<file path="src/hw/rtl/rsi_pkg.sv">
// ----------------------------------------------------------------------------
// rsi_pkg: ray-sphere intersection shared definitions
// Widths, register indexes and the structs handed along the cell chains.
// ----------------------------------------------------------------------------
package rsi_pkg;

    localparam int WORD_BITS = 32;
    localparam int FRAC_BITS = 16;
    localparam int RAD_W     = WORD_BITS - 1;
    localparam int IN_DATA_W = 6 * WORD_BITS;
    localparam int OC_W      = WORD_BITS + 1;      // origin - center
    localparam int A_W       = 2 * WORD_BITS;      // a = d.d
    localparam int HM_W      = 2 * WORD_BITS + 1;  // |h|
    localparam int CM_W      = 2 * WORD_BITS + 2;  // |c|
    localparam int DISC_W    = 4 * WORD_BITS + 4;  // discriminant
    localparam int ROOT_W    = DISC_W / 2;         // integer square root
    localparam int SQ_REM_W  = ROOT_W + 2;
    localparam int NUM_W     = ROOT_W + 1;         // |-h - s|
    localparam int NUM16_W   = NUM_W + FRAC_BITS;
    localparam int Q_W       = WORD_BITS + 1;      // quotient bits kept
    localparam int CFG_IDX_W = 2;

    localparam logic [CFG_IDX_W-1:0] REG_CENTER_X = 2'd0;
    localparam logic [CFG_IDX_W-1:0] REG_CENTER_Y = 2'd1;
    localparam logic [CFG_IDX_W-1:0] REG_CENTER_Z = 2'd2;
    localparam logic [CFG_IDX_W-1:0] REG_RADIUS   = 2'd3;

    typedef struct packed {
        logic            valid;
        logic            miss;
        logic            hneg;
        logic [HM_W-1:0] hm;
        logic [A_W-1:0]  a;
    } sq_side_t;

    typedef struct packed {
        logic [DISC_W-1:0]   x;
        logic [SQ_REM_W-1:0] rem;
        logic [ROOT_W-1:0]   root;
    } sq_data_t;

    typedef struct packed {
        logic           valid;
        logic           miss;
        logic           nneg;
        logic           ovf;
        logic [A_W-1:0] a;
    } dv_side_t;

    typedef struct packed {
        logic [Q_W-1:0] n;
        logic [A_W-1:0] rem;
        logic [Q_W-1:0] q;
    } dv_data_t;

endpackage

</file>
<file path="src/hw/rtl/rsi_div_cell.sv">
// ----------------------------------------------------------------------------
// rsi_div_cell: one quotient bit of the restoring divider
// Shifts in one numerator bit, trial-subtracts a, hands on to the next cell.
// ----------------------------------------------------------------------------
module rsi_div_cell (
    input  logic              aclk,
    input  logic              aresetn,
    input  logic              adv,
    input  rsi_pkg::dv_side_t side_in,
    input  rsi_pkg::dv_data_t data_in,
    output rsi_pkg::dv_side_t side_out,
    output rsi_pkg::dv_data_t data_out
);

    localparam int AW = rsi_pkg::A_W;
    localparam int QW = rsi_pkg::Q_W;

    logic [AW:0]       r2;
    logic [AW:0]       den;
    logic              ge;
    rsi_pkg::dv_data_t data_next;
    rsi_pkg::dv_data_t data_reg;
    rsi_pkg::dv_side_t side_reg;
    logic              valid_reg;

    always_comb begin
        r2          = {data_in.rem, data_in.n[QW-1]};
        den         = {1'b0, side_in.a};
        ge          = (r2 >= den);
        data_next.n   = data_in.n << 1;
        data_next.rem = ge ? AW'(r2 - den) : AW'(r2);
        data_next.q   = {data_in.q[QW-2:0], ge};
    end

    always_ff @(posedge aclk) begin
        if (!aresetn) begin
            valid_reg <= 1'b0;
        end else if (adv) begin
            valid_reg <= side_in.valid;
        end
    end

    always_ff @(posedge aclk) begin
        if (adv) begin
            side_reg <= side_in;
            data_reg <= data_next;
        end
    end

    always_comb begin
        side_out       = side_reg;
        side_out.valid = valid_reg;
        data_out       = data_reg;
    end

endmodule

</file>
<file path="config.mk">
export PLATFORM = sky130hd
export DESIGN_NAME = rsi_div_cell
export DESIGN_NICKNAME = d
export VERILOG_FILES = /design/src/hw/rtl/rsi_pkg.sv /design/src/hw/rtl/rsi_div_cell.sv
export SDC_FILE = /design/constraint.sdc
export NUM_CORES = 1
export LEC_CHECK = 0
export BUFFER_PORTS_ARGS = -buffer_cell sky130_fd_sc_hd__buf_2
export CAP_MARGIN = 20
export CORE_MARGIN = 3
export CORE_UTILIZATION = 40
export CTS_CLUSTER_DIAMETER = 60
export DETAILED_ROUTE_END_ITERATION = 12
export GPL_ROUTABILITY_DRIVEN = 0
export PLACE_DENSITY = 0.67
export SYNTH_ARGS = -nofsm -noshare
export SYNTH_HDL_FRONTEND = slang
export SYNTH_SLANG_ARGS = --single-unit
</file>
<file path="constraint.sdc">
create_clock -name aclk -period 3.56 [get_ports aclk]
set_clock_uncertainty 0.15 [all_clocks]
set_input_delay 0.178 -clock aclk [delete_from_list [all_inputs] [get_ports aclk]]
set_output_delay 0.178 -clock aclk [all_outputs]
set_load 0.01 [all_outputs]
</file>
==> impl_metrics.yaml <==
outcome:
  status: "finished clean"
finish:
  seqCellArea_um2: 5906
  fillCellCount: 2139
  multiInputGateArea_um2: 4511
  nets: 1853
  drive_above_1_share_pct: 34.13
  largest_reg_flops: 129
  area_growth_pct: 49.76
timing:
  fin_crit_sh_pct: 97.18
  fin_tns_setup_ns: 0
  slew_viol_final: 0
  final_hold_viol_count: 0
  period_needed_ns: 3.460
  setup_viol: 0
  whs_ns: 0.04528
  slew_headroom_pct: 55.74
  setup_slack_ns: 0.1004
  fmax_ghz: 0.2890
  worst_pin_slew_ns: 0.6639
pwr:
  seqPwrFrac_pct: 43.1
  fin_total_pwr_uw: 6758
  p_leak_uw: 0.007188
  switchingPower_uw: 2045
  p_clk_share_pct: 29.5
  ir_worst_vdd_uv: 272.1
  power_density_nw_per_um2: 418.1
  p_int_uw: 4713
  swShare_pct: 30.26
  pwr-share-comb_pct: 27.4
grt:
  grt_max_degree: 112
  grt_pass1_wl_um: 51770
  antenna_found_initial: 1
  grt_pass1_vias: 9801
  groute.usage.overall_pct: 22.69
  grt_overflow_total: 0
route:
  route.detailed.wl_per_inst_um: 17.90
  vias: 9852
  drc: 0
  first_pass_iters: 4
  via_per_inst: 5.089
  drt_iter0_markers: 630
  ant_nets: 0
  routed_wirelength_um: 34660
yosys:
  synth-adder-area-share_pct: 7.605
  synthCells: 954
  syn-cell-area_um2: 10790
  synth.most_common_cell: "edfxtp_1"
  postSynthAreaPerCell_um2: 11.31
  yosysWarningCount: 0
  ys_ff_latch: 197
  synthArstFlopShare_pct: 0
  synth-edff-count: 196
  synth_ff_type: "edfxtp_1"
  synth_commonest_cells: "edfxtp_1, a21oi_1, inv_1"
  synth_compound_area_share_pct: 16.80
  synth_xor_area_share_pct: 4.626
  syn_nets: 1220
  synth.largest_area_cell: "edfxtp_1"
  synth-simple-area-share_pct: 9.842
  synth_top_family_by_area: "compound AO/OA/AOI/OAI gates"
  synth_top_area_share_pct: 54.53
  yosys-top-cells-area: "edfxtp_1, ha_1, a21oi_1, xnor2_1, inv_1"
  synthMuxAreaShare_pct: 1.751
  yosysUniqueCellTypes: 68
  seq_area_frac_synth_pct: 54.72
clock_network:
  clockRootBuffer: "clkbuf_16"
  clkTransAtPathRegs_ns: 0.08
  clk_latency_ns: 0.44
  cts_tree: "done"
  cts_buffers: 17
  clk_path_buf_depth: 2
  htree_levels: 4
  cts_sinks: 197
setup_path:
  worstPathArrival_ns: 3.50
  endpoint_kind: "register"
  worstSetupPathType: "in -> reg"
  crit_required_ns: 3.60
  cp_max_fo: 27
  start_kind: "primary input"
place:
  detailedPlace.worstSlack_ns: 0.01330
  dp_hpwl_um: 24810
  numPortBuffers: 396
floorplanning:
  coreArea_um2: 26280
  start_util_pct: 41.07
  ios: 399
  fp.dieW_um: 170.3
  rows: 59
  die-height_um: 170.3
  design.die.area_um2: 28990
min_path:
  hp-class: "in -> reg"
run:
  cap_violations: 0
-- final cells by class --
type / instances / area share [%]
Antenna cell: 1 / 0.01548
Inverter: 79 / 1.835
Clock inverter: 13 / 0.9909
Clock buffer: 19 / 2.678
Sequential cell: 197 / 36.54
Timing Repair Buffer: 650 / 27.44
Multi-Input combinational cell: 642 / 27.91
Tap cell: 335 / 2.593
-- through the flow --
stage | cells | area [µm²] | util [%]
3_3_place_gp | 1706 | 13490 | 51.31
3_5_place_dp | 1706 | 13490 | 51.31
6_report | 1936 | 16160 | 61.50
2_1_floorplan | 954 | 10790 | -
5_1_grt | 1935 | 16160 | 61.49
4_1_cts | 1932 | 16020 | 60.96
-- critical path: stages --
cell and delay [ns]:
dlygate4sd3_1 0.52, buf_2 0.15, inv_1 0.05, ha_1 0.30, nor2b_2 0.16, o31a_2 0.38, o211ai_4 0.23, a2111oi_4 0.14
nor3_2 0.20, o21ai_2 0.12, a31o_4 0.28, a21o_4 0.22, buf_12 0.17, buf_4 0.19, nor2_1 0.12, a21oi_1 0.07
-- what timing repair did --
action / in CTS / in global routing
endpoints found under the hold margin: 193 / 1
resized for setup: 0 / 29
setup buffers: 0 / 2
endpoints found under the setup margin: 0 / 50
hold buffers: 194 / 1
-- cells by family (layout without fill, tap and decap cells) --
family / after synthesis / in the layout
and+or+nand+nor: 224 / 224
muxes: 17 / 17
DFF: 197 / 197
other: 1 / 2
xor gates and xnor gates: 57 / 57
AOI/OAI and AO/OA: 278 / 278
buffers and inverters: 115 / 761
adders and majority gates: 65 / 65
-- per-layer routing --
metal / up-vias / track usage, % / part of all wire (%)
met5: - / 0 / 0.038
met2: 356 / 40.24 / 51
li1: 4762 / - / -
met4: 2 / 9.101 / 3.2
met3: 68 / 5.064 / 6.2
met1: 4664 / 26.69 / 40
-- power groups by stage --
stage	Combinational, µW	Clock, µW	Sequential, µW
finish	1850	1990	2910
global placement	1620	0	2950
detailed placement	1640	0	2960
floorplan	786	0	3100
CTS	1820	2040	2910
global route	2020	2120	2930
-- path summary, 6_finish.rpt --
check / from / to / slack [ns] / cells past startpoint
setup / recovery: side_in[1] / data_out[71] / 0.10 / 16
hold / removal: data_in[91] / data_out[92] / 0.05 / 4
setup reg to reg: valid_reg / valid_reg / 2.26 / 3
hold reg to reg: valid_reg / valid_reg / 0.93 / 3
-- cell usage in the layout (no fill, tap or decap), drive strengths merged, types with 5 or more instances in the layout --
cell and instances:
and3 5, xnor2 37, a21oi 123, o21a 12
a21o 37, or3 7, mux2 15, and2 5
o21bai 11, dlygate4sd3 195, xor2 20, clkbuf 20
ha 64, a31oi 5, o211ai 6, nor2b 6
nand2 60, o21ai 46, buf 454, o31ai 6
nor2 86, edfxtp 196, nand4 15, inv 85
nor3 9, nand3 11, a211oi 6
Note: power is estimated with default switching activity, not from simulation.
