[config.mk]
export PLATFORM = sky130hd
export DESIGN_NAME = rsi_sqrt_cell
export DESIGN_NICKNAME = d
export VERILOG_FILES = /design/src/hw/rtl/rsi_pkg.sv /design/src/hw/rtl/rsi_sqrt_cell.sv
export SDC_FILE = /design/constraint.sdc
export NUM_CORES = 1
export LEC_CHECK = 0
export BUFFER_PORTS_ARGS = -buffer_cell sky130_fd_sc_hd__buf_2
export CORE_AREA = 2 2 313 315
export DETAILED_ROUTE_END_ITERATION = 8
export DIE_AREA = 0 0 315 317
export PLACE_DENSITY = 0.4
export SLEW_MARGIN = 20
export SYNTH_ARGS = -nofsm -noshare
export SYNTH_HDL_FRONTEND = slang
export SYNTH_SLANG_ARGS = --single-unit
export TNS_END_PERCENT = 20
[constraint.sdc]
create_clock -name aclk -period 3.4 [get_ports aclk]
set_input_delay 0.34 -clock aclk [delete_from_list [all_inputs] [get_ports aclk]]
set_output_delay 0.34 -clock aclk [all_outputs]
set_load 0.03 [all_outputs]
[src/hw/rtl/rsi_pkg.sv]
// ----------------------------------------------------------------------------
// rsi_pkg: ray-sphere intersection shared definitions
// Widths, register indexes and the structs handed along the cell chains.
// ----------------------------------------------------------------------------
package rsi_pkg;

    localparam int WORD_BITS = 32;
    localparam int FRAC_BITS = 16;
    localparam int RAD_W     = WORD_BITS - 1;
    localparam int IN_DATA_W = 6 * WORD_BITS;
    localparam int OC_W      = WORD_BITS + 1;      // origin - center
    localparam int A_W       = 2 * WORD_BITS;      // a = d.d
    localparam int HM_W      = 2 * WORD_BITS + 1;  // |h|
    localparam int CM_W      = 2 * WORD_BITS + 2;  // |c|
    localparam int DISC_W    = 4 * WORD_BITS + 4;  // discriminant
    localparam int ROOT_W    = DISC_W / 2;         // integer square root
    localparam int SQ_REM_W  = ROOT_W + 2;
    localparam int NUM_W     = ROOT_W + 1;         // |-h - s|
    localparam int NUM16_W   = NUM_W + FRAC_BITS;
    localparam int Q_W       = WORD_BITS + 1;      // quotient bits kept
    localparam int CFG_IDX_W = 2;

    localparam logic [CFG_IDX_W-1:0] REG_CENTER_X = 2'd0;
    localparam logic [CFG_IDX_W-1:0] REG_CENTER_Y = 2'd1;
    localparam logic [CFG_IDX_W-1:0] REG_CENTER_Z = 2'd2;
    localparam logic [CFG_IDX_W-1:0] REG_RADIUS   = 2'd3;

    typedef struct packed {
        logic            valid;
        logic            miss;
        logic            hneg;
        logic [HM_W-1:0] hm;
        logic [A_W-1:0]  a;
    } sq_side_t;

    typedef struct packed {
        logic [DISC_W-1:0]   x;
        logic [SQ_REM_W-1:0] rem;
        logic [ROOT_W-1:0]   root;
    } sq_data_t;

    typedef struct packed {
        logic           valid;
        logic           miss;
        logic           nneg;
        logic           ovf;
        logic [A_W-1:0] a;
    } dv_side_t;

    typedef struct packed {
        logic [Q_W-1:0] n;
        logic [A_W-1:0] rem;
        logic [Q_W-1:0] q;
    } dv_data_t;

endpackage

[src/hw/rtl/rsi_sqrt_cell.sv]
// ----------------------------------------------------------------------------
// rsi_sqrt_cell: one root bit of the integer square root
// Takes two radicand bits, decides one root bit, hands on to the next cell.
// ----------------------------------------------------------------------------
module rsi_sqrt_cell (
    input  logic              aclk,
    input  logic              aresetn,
    input  logic              adv,
    input  rsi_pkg::sq_side_t side_in,
    input  rsi_pkg::sq_data_t data_in,
    output rsi_pkg::sq_side_t side_out,
    output rsi_pkg::sq_data_t data_out
);

    localparam int RW = rsi_pkg::SQ_REM_W;
    localparam int DW = rsi_pkg::DISC_W;

    logic [RW+1:0]     r4;
    logic [RW+1:0]     trial;
    logic              ge;
    rsi_pkg::sq_data_t data_next;
    rsi_pkg::sq_data_t data_reg;
    rsi_pkg::sq_side_t side_reg;
    logic              valid_reg;

    always_comb begin
        r4             = {data_in.rem, data_in.x[DW-1:DW-2]};
        trial          = (RW+2)'({data_in.root, 2'b01});
        ge             = (r4 >= trial);
        data_next.x    = data_in.x << 2;
        data_next.rem  = ge ? RW'(r4 - trial) : RW'(r4);
        data_next.root = {data_in.root[rsi_pkg::ROOT_W-2:0], ge};
    end

    always_ff @(posedge aclk) begin
        if (!aresetn) begin
            valid_reg <= 1'b0;
        end else if (adv) begin
            valid_reg <= side_in.valid;
        end
    end

    always_ff @(posedge aclk) begin
        if (adv) begin
            side_reg <= side_in;
            data_reg <= data_next;
        end
    end

    always_comb begin
        side_out       = side_reg;
        side_out.valid = valid_reg;
        data_out       = data_reg;
    end

endmodule

==> run_results.csv <==
group,metric,value,unit
outcome,status,"finished, final reports clean",
drt,ant_nets,0,
floorplanning,die_h,317,µm
sta,relSlewSlack,0.546,
drt,drt_pass1_iterations,5,
cells_and_area,n_fill_cell,9956,
drt,wirelength,85.5,mm
clock_tree,htreeDepth,2,
critical_path,r2r_cells,3,
flow_run,drv_cap,0,
cells_and_area,largest_register_ffs,264,
power_and_ir_drop,peakVddDrop,0.000377,V
critical_path,r2r-start,"valid_reg$_SDFFE_PN0P_",
floorplanning,num_io_pins,799,
critical_path,slowest_stage,"dlygate4sd3_1",
clock_tree,path_clk_slew,60,ps
critical_path,startpoint_type,"input port",
clock_tree,cts_made_buffers,50,
drt,drc_errors,0,
clock_tree,cts_tree,"done",
clock_tree,insertion_delay,600,ps
critical_path,crit_start,"data_in[74]",
synth,synthDistinctLibCells,68,
sta,hold-worst-slack,10.2,ps
critical_path,critPathMaxFanout,5,
cells_and_area,nets,3020,
critical_path,worstSetupPathType,"input port to flip-flop",
grt,antenna_found_initial,47,
floorplanning,die_w,315,µm
grt,grt_max_degree,80,
critical_path,crit_path_end_kind,"flip-flop",
sta,fmax,0.304,GHz
clock_tree,root_buffer,"clkbuf_16",
placement,io_buffers,796,
cells_and_area,area_growth,67.6,%
sta,setup_viol,0,
sta,period_share,0.969,
sta,finalMaxSlewViolations,0,
synth,yosys-top-cells-area,"edfxtp_1, ha_1, mux2_1",
critical_path,critPathMostFrequentCell,"buf_4",
placement,gp_congestion,0.863,
drt,via_per_inst,4.08,
drt,drt-initial-drc-count,1014,
hold_path,hp-start,"data_in[1]",
sta,tightest_slew,681,ps
synth,avgSynthCellArea,13.9,µm²
placement,dp.final_hpwl,69.0,mm
synth,yosysSeqAreaShare,0.680,
synth,synth-main-ff-cell,"edfxtp_1",
synth,synth_edf_count,395,
grt,grt_pass1_vias,16400,
floorplanning,row_count,114,
sta,skew,0,ps
placement,placed_cell_area,24000,µm²
critical_path,reg2reg_slack,2260,ps
synth,synth_top_area_cell,"edfxtp_1",
sta,timing.final.crit_period,3290,ps
hold_path,worstHoldEndpoint,"data_out[2]$_DFFE_PP_",
sta,setup_ws,106,ps
grt,grt_overflow_total,0,
sta,rsz0062_at_grt,"yes",
critical_path,required,3770,ps
synth,synth_area,17500,µm²
critical_path,path_cells,"dlygate4sd3_1 > buf_2 > ha_1 > a21oi_2 > o21ai_2 > buf_4 > a21oi_1 > a311oi_2 > buf_4 > buf_4 > o311ai_4 > nand4_2 > buf_4 > nand4_1 > nand3b_1 > a221o_1",
cells_and_area,drive_above_1_share,0.403,
grt,grt_pass1_wl,116,mm
sta,finalHoldViolCount,0,
synth,synthArstFlopShare,0,
floorplanning,design.die.area,99900,µm²
cells_and_area,final_area,29300,µm²
clock_tree,cts_max_path_buffers,3,
cells_and_area,fin_cells,3875,
synth,synthCells,1257,
power_and_ir_drop,total_power,15.2,mW
clock_tree,clkSinkCount,396,
floorplanning,core-area,96300,µm²
critical_path,cp.arrival,3660,ps
drt,dr_total_vias,15800,
grt,track_usage,0.161,
hold_path,hp-class,"input port to flip-flop",
critical_path,max_stage_delay,550,ps
hold_path,hold_depth,1,
synth,ys_ff_latch,396,
synth,yosys.area.top_type_share,0.679,
critical_path,reg2reg_to,"valid_reg$_SDFFE_PN0P_",
placement,pre_cts_ws,-279,ps
synth,synth_warnings,0,
power_and_ir_drop,leakage,12.5,nW
placement,placed_cells,3419,
drt,avgRoutedWirePerCell,22.1,µm
power_and_ir_drop,p_per_area,520,nW/µm²
floorplanning,initial_utilization,0.181,
[cell usage after synthesis (all sizes together) (3+ instances only)]
cell	instances
a21oi	111
clkbuf	26
nand2b	8
a21o	21
nand4	39
mux2	51
buf	30
o31ai	11
o311ai	3
and2	6
nor3	17
and3	5
nor4	5
ha	68
nor2b	7
o21a	12
xor2	17
nand2	69
o21ai	67
edfxtp	395
xnor2	45
a211oi	5
a31oi	12
nor2	51
o211ai	5
nand3	26
o21bai	13
inv	93
[cell type report]
class / count / area [µm²] / area share
Clock buffer: 62 / 1320 / 0.0450
Timing Repair Buffer: 1297 / 8730 / 0.298
Multi-Input combinational cell: 713 / 5040 / 0.172
Tap cell: 1276 / 1600 / 0.0545
Clock inverter: 31 / 340 / 0.0116
Sequential cell: 396 / 11900 / 0.406
Antenna cell: 7 / 17.5 / 0.000598
Inverter: 93 / 349 / 0.0119
[routing by layer]
layer | vias up | routed length, µm | GRT usage
li1 | 7333 | - | -
met1 | 7643 | 32300 | 0.181
met2 | 657 | 43500 | 0.293
met3 | 152 | 7470 | 0.0550
met4 | 30 | 2030 | 0.0361
met5 | - | 183 | 0
[cells by family after synthesis]
kind of cell / synth area share
compound gates: 0.101
xor+xnor: 0.0311
fa+ha+maj: 0.0487
buf+inv: 0.0356
flops: 0.680
mux: 0.0340
other cells: 0.000215
simple gates: 0.0686
[timing repair]
| item | 4_1_cts | 5_1_grt |
|---|---|---|
| setup buffers | 0 | 2 |
| resized for setup | 0 | 16 |
| hold buffers | 354 | 0 |
| endpoints found under the setup margin | 0 | 52 |
| hold endpoints to repair | 353 | 0 |
[where the power goes]
part	internal, mW	switching [mW]
Combinational	1.35	2.32
Sequential	5.93	0.141
Clock	3.23	2.25
[worst max-delay path: cells and delay by family]
| family | cells | cell delay [ps] |
|---|---|---|
| compound gates | 6 | 1320 |
| fa+ha+maj | 1 | 290 |
| buf+inv | 6 | 1340 |
| simple gates | 3 | 370 |
[worst max-delay path by stage]
stage | end | slack (ps) | depth (start not counted)
finish | data_out[133]$_DFFE_PP_ | 110 | 16
global route | data_out[73]$_DFFE_PP_ | -7 | 15
CTS | data_out[86]$_DFFE_PP_ | 3 | 14
detailed placement | data_out[122]$_DFFE_PP_ | -280 | 15
global placement | data_out[86]$_DFFE_PP_ | -250 | 14
floorplan | data_out[100]$_DFFE_PP_ | 410 | 14
[stage by stage]
stage	setup TNS, ps	util
4_1_cts	0	0.303
6_report	0	0.304
5_1_grt	-8.12	0.304
3_3_place_gp	-5740	0.249
2_1_floorplan	0	-
3_5_place_dp	-5210	0.249
[cells in the final DEF (no fill, tap or decap), drive strengths merged, types with 13 or more instances in the layout]
master,Yosys,routed
clkbuf,26,62
a21oi,111,111
edfxtp,395,395
nor3,17,17
xnor2,45,45
clkinv,0,17
inv,93,99
nand3,26,26
o21ai,67,67
dlygate4sd3,0,354
mux2,51,51
xor2,17,17
ha,68,68
buf,30,943
a21o,21,21
nor2,51,51
o21bai,13,13
nand2,69,69
nand4,39,39
No activity file was read; power rests on OpenSTA's default activity.
