## config.mk

```make
export PLATFORM = sky130hd
export DESIGN_NAME = rsi_setup
export DESIGN_NICKNAME = d
export VERILOG_FILES = /design/src/hw/rtl/rsi_pkg.sv /design/src/hw/rtl/rsi_setup.sv
export SDC_FILE = /design/constraint.sdc
export NUM_CORES = 1
export LEC_CHECK = 0
export BUFFER_PORTS_ARGS = -buffer_cell sky130_fd_sc_hd__buf_2
export CAP_MARGIN = 40
export CORE_AREA = 5 5 231 233
export DETAILED_ROUTE_END_ITERATION = 6
export DIE_AREA = 0 0 236 238
export HOLD_SLACK_MARGIN = 0.05
export SLEW_MARGIN = 10
export SYNTH_ARGS = -nofsm -noshare
export SYNTH_HDL_FRONTEND = slang
export SYNTH_SLANG_ARGS = --single-unit
```

## constraint.sdc

```tcl
create_clock -name aclk -period 6.2 [get_ports aclk]
set_input_delay 0.93 -clock aclk [delete_from_list [all_inputs] [get_ports aclk]]
set_output_delay 0.93 -clock aclk [all_outputs]
set_load 0.03 [all_outputs]
```

## src/hw/rtl/rsi_pkg.sv

```systemverilog
// ----------------------------------------------------------------------------
// rsi_pkg: ray-sphere intersection shared definitions
// Widths, register indexes and the structs handed along the cell chains.
// ----------------------------------------------------------------------------
package rsi_pkg;

    localparam int WORD_BITS = 32;
    localparam int FRAC_BITS = 16;
    localparam int RAD_W     = WORD_BITS - 1;
    localparam int IN_DATA_W = 6 * WORD_BITS;
    localparam int OC_W      = WORD_BITS + 1;      // origin - center
    localparam int A_W       = 2 * WORD_BITS;      // a = d.d
    localparam int HM_W      = 2 * WORD_BITS + 1;  // |h|
    localparam int CM_W      = 2 * WORD_BITS + 2;  // |c|
    localparam int DISC_W    = 4 * WORD_BITS + 4;  // discriminant
    localparam int ROOT_W    = DISC_W / 2;         // integer square root
    localparam int SQ_REM_W  = ROOT_W + 2;
    localparam int NUM_W     = ROOT_W + 1;         // |-h - s|
    localparam int NUM16_W   = NUM_W + FRAC_BITS;
    localparam int Q_W       = WORD_BITS + 1;      // quotient bits kept
    localparam int CFG_IDX_W = 2;

    localparam logic [CFG_IDX_W-1:0] REG_CENTER_X = 2'd0;
    localparam logic [CFG_IDX_W-1:0] REG_CENTER_Y = 2'd1;
    localparam logic [CFG_IDX_W-1:0] REG_CENTER_Z = 2'd2;
    localparam logic [CFG_IDX_W-1:0] REG_RADIUS   = 2'd3;

    typedef struct packed {
        logic            valid;
        logic            miss;
        logic            hneg;
        logic [HM_W-1:0] hm;
        logic [A_W-1:0]  a;
    } sq_side_t;

    typedef struct packed {
        logic [DISC_W-1:0]   x;
        logic [SQ_REM_W-1:0] rem;
        logic [ROOT_W-1:0]   root;
    } sq_data_t;

    typedef struct packed {
        logic           valid;
        logic           miss;
        logic           nneg;
        logic           ovf;
        logic [A_W-1:0] a;
    } dv_side_t;

    typedef struct packed {
        logic [Q_W-1:0] n;
        logic [A_W-1:0] rem;
        logic [Q_W-1:0] q;
    } dv_data_t;

endpackage

```

## src/hw/rtl/rsi_setup.sv

```systemverilog
// ----------------------------------------------------------------------------
// rsi_setup: numerator and divider load
// Forms -h - sqrt(disc), scales it, flags quotient overflow, loads the divider.
// ----------------------------------------------------------------------------
module rsi_setup (
    input  logic              aclk,
    input  logic              aresetn,
    input  logic              adv,
    input  rsi_pkg::sq_side_t side_in,
    input  rsi_pkg::sq_data_t data_in,
    output rsi_pkg::dv_side_t side_out,
    output rsi_pkg::dv_data_t data_out
);

    localparam int NW = rsi_pkg::NUM_W;
    localparam int SW = rsi_pkg::NUM16_W;
    localparam int QW = rsi_pkg::Q_W;

    logic [NW-1:0]     hm_x;
    logic [NW-1:0]     s_x;
    logic [NW-1:0]     num;
    logic              nneg;
    logic [SW-1:0]     num16;
    logic [SW-QW-1:0]  top_part;
    rsi_pkg::dv_side_t side_reg;
    rsi_pkg::dv_data_t data_reg;
    logic              valid_reg;

    always_comb begin
        hm_x = NW'(side_in.hm);
        s_x  = NW'(data_in.root);
        if (!side_in.hneg) begin
            num  = hm_x + s_x;
            nneg = 1'b1;
        end else if (hm_x >= s_x) begin
            num  = hm_x - s_x;
            nneg = 1'b0;
        end else begin
            num  = s_x - hm_x;
            nneg = 1'b1;
        end
        num16    = {num, {rsi_pkg::FRAC_BITS{1'b0}}};
        top_part = num16[SW-1:QW];
    end

    always_ff @(posedge aclk) begin
        if (!aresetn) begin
            valid_reg <= 1'b0;
        end else if (adv) begin
            valid_reg <= side_in.valid;
        end
    end

    always_ff @(posedge aclk) begin
        if (adv) begin
            side_reg.valid <= side_in.valid;
            side_reg.miss  <= side_in.miss;
            side_reg.nneg  <= nneg;
            side_reg.ovf   <= (rsi_pkg::A_W'(top_part) >= side_in.a);
            side_reg.a     <= side_in.a;
            data_reg.n     <= num16[QW-1:0];
            data_reg.rem   <= rsi_pkg::A_W'(top_part);
            data_reg.q     <= '0;
        end
    end

    always_comb begin
        side_out       = side_reg;
        side_out.valid = valid_reg;
        data_out       = data_reg;
    end

endmodule

```

==> impl_metrics.csv, run 1 <==
group,metric,value,unit
pwr,power_frac_clock,22.6,%
clock_tree,path_clk_slew,70,ps
final_layout,stdcell_area,25200,um2
yosys,synth_area_per_cell,7.715,um2
pwr,leakage,12.14,nW
yosys,synth_warnings,0,
clock_tree,cts_sinks,135,
pwr,switchingPower,0.002103,W
pwr,swShare,42.56,%
pwr,irDropWorstVdd,0.1591,mV
yosys,synthCells,2292,
place,pre_cts_ws,-1184,ps
detailed_routing,wire_per_inst,20.44,um
yosys,synth_area_leader_cell,"edfxtp_1",
timing,relSlewSlack,47.72,%
timing,hold_viol_final,0,
pwr,powerDensity,196.1,nW/um2
place,placed_area,24340,um2
clock_tree,root_buffer,"clkbuf_16",
floorplanning,core,50990,um2
place,routabilityCongestion,0.9719,
status,outcome,"complete, but fails checks",
setup_path,path_max_fanout,12,
grt,grt_pass1_vias,20480,
pwr,p_int,0.002838,W
detailed_routing,drc,9,
timing,finalClockSkew,0,ps
detailed_routing,vias_per_cell,5.332,
timing,tightest_slew,764.4,ps
detailed_routing,vias,20750,
yosys,netlist_area,17680,um2
timing,rsz0062_at_grt,"true",
yosys,ys_ff_latch,135,
final_layout,finalNetCount,3841,
detailed_routing,drtAntennaViolNets,0,
timing,maxSlewViolCount,0,
yosys,synth_edf_count,134,
yosys,netlist.area_leader.share,22.76,%
grt,grt_max_degree,92,
timing,holdWs,557.5,ps
grt,grt_use_total,26.91,%
grt,grt_pass1_wl,118600,um
final_layout,fin_util,49.42,%
clock_tree,insertion_delay,480,ps
floorplanning,io_pins,599,
place,port_buffers,335,
setup_path,path_class,"input port to flip-flop",
clock_tree,cts_inserted_buffers,17,
final_layout,drive_gt1_share,32.79,%
yosys,synth_area_leaders,"edfxtp_1, ha_1, a21oi_1",
floorplanning,die_h,238,um
setup_path,cp-end-kind,"flip-flop",
grt,antenna_found_initial,9,
place,dp_hpwl,67570,um
pwr,combPwrFrac,53.4,%
floorplanning,die_area,56170,um2
floorplanning,rows,83,
setup_path,cp.arrival,6550,ps
timing,fin_ws,-43.72,ps
clock_tree,htree_levels,4,
clock_tree,holdBufCountCts,0,
detailed_routing,first_pass_iters,7,
yosys,synth_cell_types,82,
yosys,synthArstFlopShare,0,%
timing,max_freq,0.1602,GHz
floorplanning,die_w,236,um
floorplanning,start_util,34.68,%
setup_path,critPathRequiredTime,6510,ps
worst_hold_path,hold_path_class,"flip-flop to flip-flop",
detailed_routing,drt-initial-drc-count,1731,
yosys,yosysSeqAreaShare,22.87,%
clock_tree,clockBufferDepth,2,
timing,post-route-period-util,100.7,%
pwr,pwr-share-seq,24.0,%
timing,finalSetupViolations,1,
grt,grt-ovfl-total,0,
clock_tree,cts_tree,"built",
detailed_routing,detail_route.wirelength,79520,um
status,violations,"design-rule violations, negative setup slack",
job,maxCapViolations,0,
final_layout,area_growth,42.50,%
timing,period_minus_slack,6244,ps
pwr,finalPower,0.004941,W
setup_path,startpoint_type,"input port",
yosys,synthFlopType,"edfxtp_1",
## power by group through the flow
stage	registers (W)	clock network, W	logic [W]
global route	0.00119	0.00117	0.00283
floorplan	0.00145	0	0.00114
detailed placement	0.00120	0	0.00256
finish	0.00118	0.00112	0.00264
CTS	0.00119	0.00114	0.00260
global placement	0.00120	0	0.00255
## layer usage
metal | vias up | share of wire [%] | GRT usage, %
met5 | - | 0.055 | 0
met2 | 829 | 44 | 42.54
li1 | 9977 | - | -
met3 | 116 | 7.1 | 4.600
met1 | 9817 | 46 | 37.91
met4 | 6 | 2.5 | 7.952
## what timing repair did
| action | 4_1_cts | 5_1_grt |
|---|---|---|
| setup buffers | 5 | 2 |
| setup endpoints to repair | 1 | 1 |
| pin swaps | 15 | 15 |
| resized for setup | 21 | 20 |
## final timing paths
check	startpoint	to	slack, ps	depth (start not counted)
max	side_in[68]	side_out[64]	-40	24
min	valid_reg	valid_reg	560	2
max reg2reg	valid_reg	valid_reg	5580	2
min reg2reg	valid_reg	valid_reg	560	2
## cell usage after synthesis, types with 19 or more instances
master      n
edfxtp_1  134
a31oi_1    25
inv_1     249
nor4_1     23
nor2b_1    32
a21oi_1   302
nor3_1     55
nand2b_1   20
o211ai_1   30
nand2_1   152
a21o_1     35
ha_1      245
buf_4      68
nand4_1    56
o31ai_1    19
o21ai_1    28
o21bai_1   47
xnor2_1    55
o21ai_0   145
nor2_1    189
a211oi_1   25
clkbuf_1   59
nand3_1    41
## cell usage in the layout (no fill, tap or decap), types with 9 or more instances in the layout
cell type  count
buf_4        635
buf_2        334
a21oi_1      297
inv_1        249
ha_1         243
nor2_1       188
nand2_1      152
o21ai_0      138
edfxtp_1     134
conb_1        63
nand4_1       56
nor3_1        55
xnor2_1       54
o21bai_1      45
nand3_1       40
a21o_1        35
o21ai_1       35
nor2b_1       32
o211ai_1      30
a31oi_1       25
a211oi_1      24
nor4_1        21
nand2b_1      20
o21a_1        18
o31ai_1       18
clkbuf_16     17
mux2i_1       16
a211o_1        9
and3_1         9
## logic make-up (layout without fill, tap and decap cells)
kind of cell	after synthesis	after routing	share of synthesized area, %
AO/OA/AOI/OAI	805	805	28.48
AND/OR/NAND/NOR	613	613	16.37
buffers and inverters	407	1258	10.30
adder cells (fa/ha/maj)	248	248	17.67
flip-flops	135	135	22.87
XOR/XNOR	63	63	3.120
multiplexers	20	20	1.160
other	1	69	0.02121
## critical path: stages
cell,delay (ps)
buf_2,90
inv_1,40
ha_2,370
inv_1,80
o21bai_2,220
o21bai_2,150
a2111oi_4,500
o21ai_2,150
a2111o_1,540
nand2_8,130
buf_12,150
mux2_4,320
a221o_1,300
a21oi_2,160
xnor2_2,110
ha_1,290
nand4_1,70
o211ai_1,470
nand2_1,180
a21oi_2,240
o311ai_4,120
a311o_1,440
a211o_1,290
a311oi_2,200
## per-stage QoR
| step | cells | TNS, ps |
|---|---|---|
| finish | 3891 | -43.72 |
| global route | 3887 | -221.4 |
| CTS | 3882 | 0 |
| detailed placement | 3845 | -1184 |
| global placement | 3845 | -1061 |
| floorplan | 2354 | 0 |
## layout make-up
type	instances	area [um2]
fill	5107	25790
clock inverter	13	160.2
clock buffer	19	452.9
antenna	6	15.01
inverter	250	938.4
tap	680	850.8
timing repair buffer	976	6551
sequential	135	4044
multi-input combinational	1812	12190
(Power assumes the default switching activity.)
==> run 2, diff against run 1 <==
Settings changed: ABC_CLOCK_PERIOD_IN_PS from default to 6200, SETUP_SLACK_MARGIN from default to 0.3.
==> impl_metrics.csv, run 2 (synthesized netlist as in run 1, its figures left out) <==
group,metric,value,unit
clock_tree,cts_inserted_buffers,17,
place,port_buffers,335,
clock_tree,cts_tree,"built",
setup_path,r2r-start,"valid_reg",
detailed_routing,vias_per_cell,5.323,
final_layout,multiInputGateArea,12350,um2
timing,relSlewSlack,47.52,%
timing,finalClockSkew,0,ps
grt,antenna_found_initial,9,
worst_hold_path,hold_path_class,"flip-flop to flip-flop",
final_layout,regArea,4044,um2
job,maxCapViolations,0,
grt,grt-ovfl-total,0,
floorplanning,core,50990,um2
pwr,powerDensity,194.3,nW/um2
final_layout,stdcell_area,25610,um2
pwr,switchingPower,0.002112,W
place,routabilityCongestion,0.9719,
final_layout,area_growth,44.81,%
timing,maxSlewViolCount,0,
clock_tree,cts_sinks,135,
pwr,irDropWorstVdd,0.1585,mV
detailed_routing,vias,20820,
place,dp_hpwl,67570,um
timing,rsz0062_at_grt,"true",
setup_path,crit_start,"data_in[17]",
floorplanning,die_area,56170,um2
pwr,swShare,42.44,%
clock_tree,clockBufferDepth,2,
floorplanning,io_pins,599,
setup_path,critPathRequiredTime,6510,ps
detailed_routing,drtAntennaViolNets,0,
timing,hold_viol_final,0,
timing,finalSetupViolations,1,
detailed_routing,drc,0,
pwr,power_frac_clock,22.4,%
final_layout,final_cell_mix,"buf_4, buf_2, a21oi_1, inv_1, ha_1",
timing,max_freq,0.1576,GHz
final_layout,final_common_cell,"buf_4",
floorplanning,die_w,236,um
detailed_routing,wire_per_inst,20.46,um
floorplanning,die_h,238,um
grt,grt_max_degree,92,
place,placed_area,24340,um2
pwr,pwr-share-seq,23.8,%
pwr,p_int,0.002864,W
clock_tree,root_buffer,"clkbuf_16",
setup_path,cp-end-kind,"flip-flop",
setup_path,path_class,"input port to flip-flop",
grt,grt_pass1_wl,119300,um
grt,grt_pass1_vias,20610,
clock_tree,insertion_delay,490,ps
setup_path,startpoint_type,"input port",
setup_path,path_max_fanout,8,
detailed_routing,drt-initial-drc-count,1646,
pwr,leakage,12.26,nW
timing,period_minus_slack,6345,ps
detailed_routing,detail_route.wirelength,80010,um
timing,post-route-period-util,102.3,%
pwr,combPwrFrac,53.9,%
status,outcome,"complete, but fails checks",
setup_path,cp.arrival,6650,ps
floorplanning,rows,83,
final_layout,finalNetCount,3862,
detailed_routing,first_pass_iters,7,
floorplanning,start_util,34.68,%
clock_tree,holdBufCountCts,0,
status,violations,"negative setup slack",
clock_tree,path_clk_slew,70,ps
clock_tree,htree_levels,4,
timing,tightest_slew,781.8,ps
final_layout,fillers,5056,
final_layout,drive_gt1_share,34.04,%
worst_hold_path,min_from,"valid_reg",
pwr,finalPower,0.004976,W
timing,holdWs,560.8,ps
grt,grt_use_total,27.03,%
timing,fin_ws,-145.0,ps
## run 2: changes by cell type in the layout (fill, tap and decap cells not counted), moves of 4 or more
cell	delta
buf_2	-10
buf_4	+21
buf_6	+6
buf_8	+4
ha_1	-13
ha_4	+12
inv_1	-10
inv_2	+7
o21ai_1	-4
## run 2: layer usage
layer  GRT usage, %  vias to the layer above  wire length [um]
met1          37.91                     9866             36480
met3          4.727                      106              5832
met5              0                        -                41
met2          42.90                      834             35800
li1               -                    10010                 -
met4          7.935                        6              1858
## run 2: area by class of cell
| class | count | share of cell area (%) |
|---|---|---|
| Multi-Input combinational cell | 1812 | 48.25 |
| Timing Repair Buffer | 997 | 26.50 |
| Sequential cell | 135 | 15.79 |
| Inverter | 250 | 3.694 |
| Tap cell | 680 | 3.323 |
| Clock buffer | 19 | 1.769 |
| Clock inverter | 13 | 0.6254 |
| Antenna cell | 5 | 0.04886 |
## run 2: what timing repair did
action / 4_1_cts / 5_1_grt
pin swaps: 34 / 27
buffers inserted: 22 / 6
setup endpoints to repair: 1 / 1
gates resized for setup: 63 / 23
## run 2: path summary, 6_finish.rpt
path / cells after the start / end / slack (ps)
worst max-delay path: 24 / side_out[64] / -140
worst min-delay path: 2 / valid_reg / 560
worst max register to register: 2 / valid_reg / 5570
worst min register to register: 2 / valid_reg / 560
## run 2: power groups by stage
stage	registers, W	clock network [W]	logic (W)
floorplan	0.00145	0	0.00114
global placement	0.00120	0	0.00255
detailed placement	0.00120	0	0.00256
CTS	0.00119	0.00114	0.00263
global route	0.00119	0.00117	0.00287
finish	0.00118	0.00111	0.00268
## run 2: through the flow
step                      worst slack [ps]  utilization (%)  instances  setup TNS [ps]
final                               -145.0            50.22       3911          -145.0
after detailed placement             -1184            47.73       3845           -1184
after global routing                -319.5            50.20       3908          -319.5
after CTS                            64.42            49.87       3899               0
after floorplan                      499.9                -       2354               0
after global placement               -1061            47.73       3845           -1061
## run 2: critical path: stages
cell and delay [ps]:
buf_8 100, ha_4 270, nand4_1 190, buf_4 200, or2_1 250, o221a_1 280
a21oi_2 220, o21ai_2 120, a2111o_1 560, nand2_8 140, buf_12 130, mux2_4 310
a221o_1 310, a21oi_2 180, xnor2_2 100, ha_1 290, nand4_1 70, o211ai_1 490
nand2_1 170, a21oi_2 240, o311ai_4 120, a311o_1 440, a211o_1 330, a311oi_2 200
